<file path="config.mk">
export PLATFORM = sky130hd
export DESIGN_NAME = pfpa_ctrl
export DESIGN_NICKNAME = d
export VERILOG_FILES = /design/src/hw/rtl/pfpa_pkg.sv /design/src/hw/rtl/pfpa_ctrl.sv
export SDC_FILE = /design/constraint.sdc
export NUM_CORES = 1
export LEC_CHECK = 0
export ABC_AREA = 1
export BUFFER_PORTS_ARGS = -buffer_cell sky130_fd_sc_hd__buf_2
export CELL_PAD_IN_SITES_DETAIL_PLACEMENT = 0
export CELL_PAD_IN_SITES_GLOBAL_PLACEMENT = 2
export CORE_UTILIZATION = 22
export DETAILED_ROUTE_END_ITERATION = 16
export GPL_TIMING_DRIVEN = 0
export PLACE_DENSITY = 0.87
export SLEW_MARGIN = 20
export SYNTH_ARGS = -nofsm -noshare
export SYNTH_HDL_FRONTEND = slang
export SYNTH_SLANG_ARGS = --single-unit
</file>
<file path="constraint.sdc">
create_clock -name clk -period 3.2 [get_ports clk]
set_input_delay 0.64 -clock clk [delete_from_list [all_inputs] [get_ports clk]]
set_output_delay 0.64 -clock clk [all_outputs]
set_load 0.01 [all_outputs]
</file>
<file path="src/hw/rtl/pfpa_pkg.sv">
package pfpa_pkg;

	localparam int unsigned DEF_POOL_DEPTH  = 1024;
	localparam int unsigned DEF_FRAME_BYTES = 2097152;

	localparam int unsigned ADDR_W   = 64;
	localparam int unsigned TYPE_W   = 4;
	localparam int unsigned FREE_W   = 11;

	localparam logic [TYPE_W-1:0] REGION_USABLE = 4'd1;

	typedef enum logic [1:0] {
		OP_LOAD  = 2'd0,
		OP_ALLOC = 2'd1,
		OP_FREE  = 2'd2,
		OP_NOP   = 2'd3
	} op_t;

	typedef enum logic [1:0] {
		ST_DONE  = 2'd0,
		ST_EMPTY = 2'd1,
		ST_FULL  = 2'd2
	} st_t;

	typedef enum logic [1:0] {
		S_IDLE,
		S_DECODE,
		S_LOAD,
		S_POP
	} state_t;

	typedef struct packed {
		logic capture;
		logic push_load;
		logic push_free;
		logic pop;
		logic respond;
		logic resp_ram;
		st_t  resp_status;
	} cmd_t;

	typedef struct packed {
		op_t  opcode;
		logic usable;
		logic empty;
		logic full;
		logic left_ge_fb;
		logic addr_fits;
		logic addr_last;
	} sts_t;

endpackage

</file>
<file path="src/hw/rtl/pfpa_ctrl.sv">
module pfpa_ctrl (
	input  logic          clk,
	input  logic          arst_n,
	input  logic          start,
	output logic          busy,
	input  pfpa_pkg::sts_t sts,
	output pfpa_pkg::cmd_t cmd
);

	import pfpa_pkg::*;

	state_t state_q;
	state_t state_d;

	always_ff @(posedge clk or negedge arst_n) begin
		if (!arst_n) begin
			state_q <= S_IDLE;
		end else begin
			state_q <= state_d;
		end
	end

	always_comb begin
		state_d = state_q;
		unique case (state_q)
			S_IDLE: begin
				if (start) begin
					state_d = S_DECODE;
				end
			end
			S_DECODE: begin
				unique case (sts.opcode)
					OP_LOAD:  state_d = sts.usable ? S_LOAD : S_IDLE;
					OP_ALLOC: state_d = sts.empty ? S_IDLE : S_POP;
					OP_FREE:  state_d = S_IDLE;
					OP_NOP:   state_d = S_IDLE;
				endcase
			end
			S_LOAD: begin
				if (!sts.left_ge_fb || !sts.addr_fits || sts.full || sts.addr_last) begin
					state_d = S_IDLE;
				end
			end
			S_POP: state_d = S_IDLE;
			default: state_d = S_IDLE;
		endcase
	end

	always_comb begin
		cmd = '0;
		cmd.resp_status = ST_DONE;
		unique case (state_q)
			S_IDLE: begin
				cmd.capture = start;
			end
			S_DECODE: begin
				unique case (sts.opcode)
					OP_LOAD: begin
						cmd.respond = !sts.usable;
					end
					OP_ALLOC: begin
						if (sts.empty) begin
							cmd.respond     = 1'b1;
							cmd.resp_status = ST_EMPTY;
						end else begin
							cmd.pop = 1'b1;
						end
					end
					OP_FREE: begin
						cmd.respond = 1'b1;
						if (sts.full) begin
							cmd.resp_status = ST_FULL;
						end else begin
							cmd.push_free = 1'b1;
						end
					end
					OP_NOP: begin
						cmd.respond = 1'b1;
					end
				endcase
			end
			S_LOAD: begin
				priority if (!sts.left_ge_fb || !sts.addr_fits) begin
					cmd.respond = 1'b1;
				end else if (sts.full) begin
					cmd.respond     = 1'b1;
					cmd.resp_status = ST_FULL;
				end else begin
					cmd.push_load = 1'b1;
					cmd.respond   = sts.addr_last;
				end
			end
			S_POP: begin
				cmd.respond  = 1'b1;
				cmd.resp_ram = 1'b1;
			end
			default: begin
				cmd.respond = 1'b0;
			end
		endcase
	end

	assign busy = (state_q != S_IDLE);

	// leaving a busy state always answers the word
	a_exit_responds: assert property (@(posedge clk) disable iff (!arst_n)
		(state_q != S_IDLE && state_d == S_IDLE) |-> cmd.respond)
		else $error("busy state left without a response");

	// a pop is always followed by its response
	a_pop_then_resp: assert property (@(posedge clk) disable iff (!arst_n)
		cmd.pop |=> (state_q == S_POP && cmd.respond && cmd.resp_ram))
		else $error("pop not followed by ram response");

	// answering the word returns to idle
	a_resp_to_idle: assert property (@(posedge clk) disable iff (!arst_n)
		cmd.respond |-> (state_d == S_IDLE))
		else $error("response without return to idle");

endmodule

</file>
==> results of run 1 <==
-- metrics by stage --
step	cell area [µm²]	util (%)	setup WS, ps	cells	hold WS, ps
after floorplan	385.4	-	1243	60	344.4
after global placement	500.5	31.75	1014	95	424.4
after detailed placement	500.5	31.75	1001	95	427.2
after CTS	523.0	33.17	996.7	98	197.2
after global routing	523.0	33.17	922.4	98	188.6
final	523.0	33.17	996.7	98	201.5
-- cells by family (layout without fill, tap and decap cells) --
logic type | Yosys count | in the layout
AND/OR/NAND/NOR | 32 | 32
buffers and inverters | 13 | 35
adder cells (fa/ha/maj) | 9 | 9
AO/OA/AOI/OAI | 4 | 4
flip-flops | 2 | 2
-- where the power goes --
part	switching (W)	internal (W)	leakage [nW]
combinational	0.000104	0.0000719	0.291
sequential	0.0000120	0.0000354	0.0255
clock	0.0000119	0.0000412	0.0138
-- worst max-delay path: cells and delay by family --
kind	cells	cell delay [ps]
fa+ha+maj	1	190
simple gates	2	140
compound gates	1	150
buf+inv	4	450
-- area by class of cell --
class                           count  share of cell area, %
Sequential cell                     2                  9.569
Inverter                           13                  9.330
Multi-Input combinational cell     45                  54.78
Tap cell                           16                  3.828
Clock buffer                        3                  4.306
Timing Repair Buffer               19                  18.18
-- cell usage in the layout, fill, tap and decap left out, drive strengths merged --
| cell type | instances |
|---|---|
| nor3 | 1 |
| a21oi | 1 |
| dfrtp | 2 |
| nand4 | 1 |
| inv | 13 |
| or2 | 1 |
| nand3 | 7 |
| ha | 9 |
| buf | 19 |
| nand2 | 16 |
| nor2 | 6 |
| o21ai | 3 |
| clkbuf | 3 |
-- per-layer routing --
| layer | up-vias | share of wire, % | global-route usage [%] |
|---|---|---|---|
| met2 | 15 | 42 | 13.13 |
| met1 | 167 | 53 | 12.25 |
| li1 | 230 | - | - |
| met5 | - | 0 | 0 |
| met3 | 0 | 5.3 | 1.250 |
| met4 | 0 | 0 | 3.636 |
-- how the worst min path moves through the flow --
stage                       from         end  cells after the start
after floorplan           arst_n  state_q[0]                      0
after global placement    arst_n  state_q[1]                      1
after detailed placement  arst_n  state_q[0]                      1
after CTS                 arst_n  state_q[1]                      1
after global routing      arst_n  state_q[1]                      1
final                     arst_n  state_q[1]                      1
==> results.cfg, run 1 <==
[floorplanning]
row_count = 14
fp.dieH_um = 43.86
core-area_mm2 = 0.001577
die_w_um = 43.86
io_pins = 20
start_util_pct = 24.44
dieArea_mm2 = 0.001923

[clock_network]
clk_pin_slew_ps = 30
clock_latency_ps = 220
post_cts.repair.setup_buffers = 0
cts_max_level = 1
hold_buffers = 0
cts_tree = done
cts_buffer_depth = 2
root_buffer = clkbuf_4
cts_buffers = 3
cts_sinks = 2
post_cts_resized = 0

[worst_setup_path]
r2r_setup_slack_ps = 1950
reg2reg_depth = 7
r2r-start = state_q[0]
crit_required_ps = 2560
worstSetupEndpointType = primary output
worstSetupStartpoint = sts[6]
crit_slowest_cell = ha_1
critPathMaxStageDelay_ps = 190
endpoint = cmd[3]
start_kind = input port
reg2reg_to = state_q[1]
crit_chain = buf_2 > inv_1 > ha_1 > inv_1 > nand3_1 > nand2_1 > o21ai_0 > buf_2
critPathKind = in2out
crit_fanout = 3
crit_arrival_ps = 1560

[yosys]
synth_area_per_cell_um2 = 6.423
synth-main-ff-cell = dfrtp_1
ys_seq_elements = 2
synth-seq-area-share_pct = 12.99
ys_types = 15
synthSimpleGateAreaFrac_pct = 38.96
yosysTopAreaCellShare_pct = 29.22
synth_top_cells_by_area = ha_1 (29%), nand2_1 (15%), dfrtp_1 (13%)
synth.most_common_cell = nand2_1
synth_compound_area_share_pct = 6.169
syn-instance-count = 60
synth-edff-count = 0
synth_nets = 80
ys_top_cells_by_count = nand2_1 (15), inv_1 (12), ha_1 (9)
synth_area_um2 = 385.4
synthMuxAreaShare_pct = 0
synth_async_sr_flop_share_pct = 100.0
yosys_warnings = 0
synth-xor-area-share_pct = 0
synth_top_family_by_area = simple AND/OR/NAND/NOR gates
synth_adder_area_share_pct = 29.22
synth_top_cell_by_area = ha_1

[layout]
largest_register_ffs = 2
final_net_count = 104
nFillCells = 185
seqCellArea_um2 = 50.05
multi_input_area_um2 = 286.5
largestRegisters = state_q: 2 flops
area_delta_synth_final_pct = 35.71
antenna_cells = 0
regMostFlops = state_q
drive_above_1_share_pct = 32.93

[detailed_routing]
drt_first_iter_violations = 9
drc = 1
vias = 412
routedWlPerCell_um = 8.500
vias_per_cell = 4.204
wl_um = 833
drt-pass1-iter-count = 12
ant_nets = 0

[timing]
finalSetupViolCount = 0
fmaxAchievable_mhz = 453.9
setup_tns_ps = 0
worst_pin_slew_ps = 193.3
hold_viol_final = 0
rsz0062_at_grt = no
period_needed_ps = 2203
max_slew_margin_pct = 87.11
fin_skew_ps = 1.004
fin_crit_sh_pct = 68.85
slew_violations = 0

[power_and_ir_drop]
finalPower_w = 0.0002767
peakVddDrop_uv = 147.9
p_per_area_mw_per_mm2 = 529.0
total_leakage_power_nw = 0.3307

[placement]
io_buffers = 19
gp_congestion = 0.7276
dpl.hpwl_um = 720.8

[global_route]
grt_pass1_vias = 342
overflow = 0
grt_pass1_wl_um = 1269
antenna_found_initial = 0
grt_max_degree = 7
track_usage_pct = 8.681

[job]
drv_cap = 0

[worst_hold_path]
hp-class = in2async

[status]
violations = DRC
status = finished, violations left
Power figures use the tool's default switching activity.
==> run 2: changes to the inputs <==
--- a/config.mk
+++ b/config.mk
@@ -9,10 +9,10 @@
 export BUFFER_PORTS_ARGS = -buffer_cell sky130_fd_sc_hd__buf_2
 export CELL_PAD_IN_SITES_DETAIL_PLACEMENT = 0
 export CELL_PAD_IN_SITES_GLOBAL_PLACEMENT = 2
-export CORE_UTILIZATION = 22
+export CORE_UTILIZATION = 18
 export DETAILED_ROUTE_END_ITERATION = 16
 export GPL_TIMING_DRIVEN = 0
-export PLACE_DENSITY = 0.87
+export PLACE_DENSITY = 0.78
 export SLEW_MARGIN = 20
 export SYNTH_ARGS = -nofsm -noshare
 export SYNTH_HDL_FRONTEND = slang
==> constraint.sdc (replaced) <==
create_clock -name clk -period 1.81 [get_ports clk]
set_input_delay 0.362 -clock clk [delete_from_list [all_inputs] [get_ports clk]]
set_output_delay 0.362 -clock clk [all_outputs]
set_load 0.01 [all_outputs]
==> run 2 against run 1 <==
Net effect: the flow now finishes without violations; clock skew increased by 1.2 ps; non-clock buffer count increased by 1; global-route usage increased by 0.13 points; critical path depth decreased by 3.
==> results.cfg, run 2 (synthesis gave the netlist of run 1 again) <==
[status]
status = finished clean

[timing]
fin_skew_ps = 2.215
rsz0062_at_grt = yes
hold_slack_ps = 450.6
worst_pin_slew_ps = 168.2
period_needed_ps = 1715
slew_violations = 0
fin_crit_sh_pct = 94.74
hold_viol_final = 0
fmaxAchievable_mhz = 583.2
max_slew_margin_pct = 88.74
finalSetupViolCount = 0

[floorplanning]
core-area_mm2 = 0.001982
start_util_pct = 19.44
dieArea_mm2 = 0.002330
fp.dieH_um = 48.27
die_w_um = 48.27
row_count = 16
io_pins = 20

[worst_setup_path]
crit_arrival_ps = 1350
cpLargestDelayFamily = flip-flops
crit_slowest_cell = dfrtp_1
r2r-start = state_q[1]
cp_num_buf_inv = 2
critPathMaxStageDelay_ps = 410
crit_required_ps = 1450
crit_chain = inv_1 > ha_2 > nand4_1 > a21oi_1 > buf_2
start_kind = flop
reg2reg_depth = 7
reg2reg_to = state_q[1]
r2r_setup_slack_ps = 570
crit_fanout = 6
critPathKind = reg2out
worstSetupEndpointType = primary output

[layout]
largest_register_ffs = 2
final_net_count = 105
area_delta_synth_final_pct = 43.18
regMostFlops = state_q
final_cell_mix = buf_2 (19), nand2_1 (15), inv_1 (11)
drive_above_1_share_pct = 36.14
largestRegisters = state_q: 2 flops
postLayoutCoreUtil_pct = 27.84
final_common_cell = buf_2
antenna_cells = 0

[global_route]
grt_pass1_vias = 333
track_usage_pct = 8.808
antenna_found_initial = 0
grt_pass1_wl_um = 1366
grt_max_degree = 7
overflow = 0

[job]
drv_cap = 0

[clock_network]
cts_max_level = 1
clk_pin_slew_ps = 30
cts_buffers = 3
post_cts.repair.setup_buffers = 0
cts_tree = done
cts_sinks = 2
cts_buffer_depth = 2
root_buffer = clkbuf_4
clock_latency_ps = 220

[placement]
gp_congestion = 0.6781
dpl.hpwl_um = 737.1
io_buffers = 19

[detailed_routing]
vias = 409
ant_nets = 0
vias_per_cell = 3.718
routedWlPerCell_um = 7.909
drt_first_iter_violations = 9
wl_um = 870
drc = 0
drt-pass1-iter-count = 3

[power_and_ir_drop]
power.switching_w = 0.0002342
power_frac_seq_pct = 16.9
p_int_w = 0.0002709
combPwrFrac_pct = 63.6
switching_share_pct = 46.37
finalPower_w = 0.0005051
total_leakage_power_nw = 0.3307
pwr-share-clk_pct = 19.5
peakVddDrop_uv = 444.6
p_per_area_mw_per_mm2 = 915.5

[worst_hold_path]
hp-class = in2async
==> run 2: cell types whose count changed in the layout (fill, tap and decap cells not counted), sizes merged <==
cell / change
dlygate4sd3: +1
==> run 2: layout make-up <==
type                            instances  area (µm²)
Clock buffer                            3       22.52
Fill cell                             231        1430
Inverter                               13       48.80
Multi-Input combinational cell         45       291.5
Sequential cell                         2       50.05
Tap cell                               27       33.78
Timing Repair Buffer                   20       105.1
==> run 2: worst max-delay path by stage <==
stage                     startpoint     end  slack, ps  cells past startpoint
after global placement        sts[7]  cmd[3]        160                      8
after detailed placement      sts[7]  cmd[3]        160                      8
after CTS                 state_q[1]  cmd[3]         30                      6
after global routing      state_q[1]  cmd[1]        -30                      5
after floorplan           state_q[0]  cmd[3]        360                      5
final                     state_q[1]  cmd[1]        100                      5
==> run 2: power by group through the flow <==
stage	Sequential [W]	Combinational (W)	Clock (W)
after CTS	0.0000823	0.000324	0.000105
after floorplan	0.0000775	0.000224	0
after global routing	0.0000885	0.000372	0.000111
after detailed placement	0.0000820	0.000317	0
final	0.0000854	0.000321	0.0000987
after global placement	0.0000840	0.000321	0
==> run 2: per-stage QoR <==
| stage | TNS, ps | setup slack (ps) | instances | cell area, µm² |
|---|---|---|---|---|
| global placement | 0 | 163.1 | 106 | 514.2 |
| detailed placement | 0 | 161.9 | 106 | 514.2 |
| floorplan | 0 | 358.5 | 60 | 385.4 |
| CTS | 0 | 28.56 | 110 | 549.3 |
| finish | 0 | 95.27 | 110 | 551.8 |
| global route | -59.20 | -33.90 | 110 | 551.8 |
==> run 2: what timing repair did <==
action,in CTS,in global routing
hold buffers,1,0
hold endpoints to repair,2,0
pin swaps,0,1
endpoints found under the setup margin,1,2
gates resized for setup,1,3
==> run 2: routing by layer <==
metal | track usage (%) | vias up | wire length (µm)
met5 | 0 | - | 0
met4 | 3.333 | 0 | 0
met3 | 4.444 | 0 | 58
met2 | 10.93 | 12 | 361
met1 | 12.61 | 166 | 450
li1 | - | 231 | -
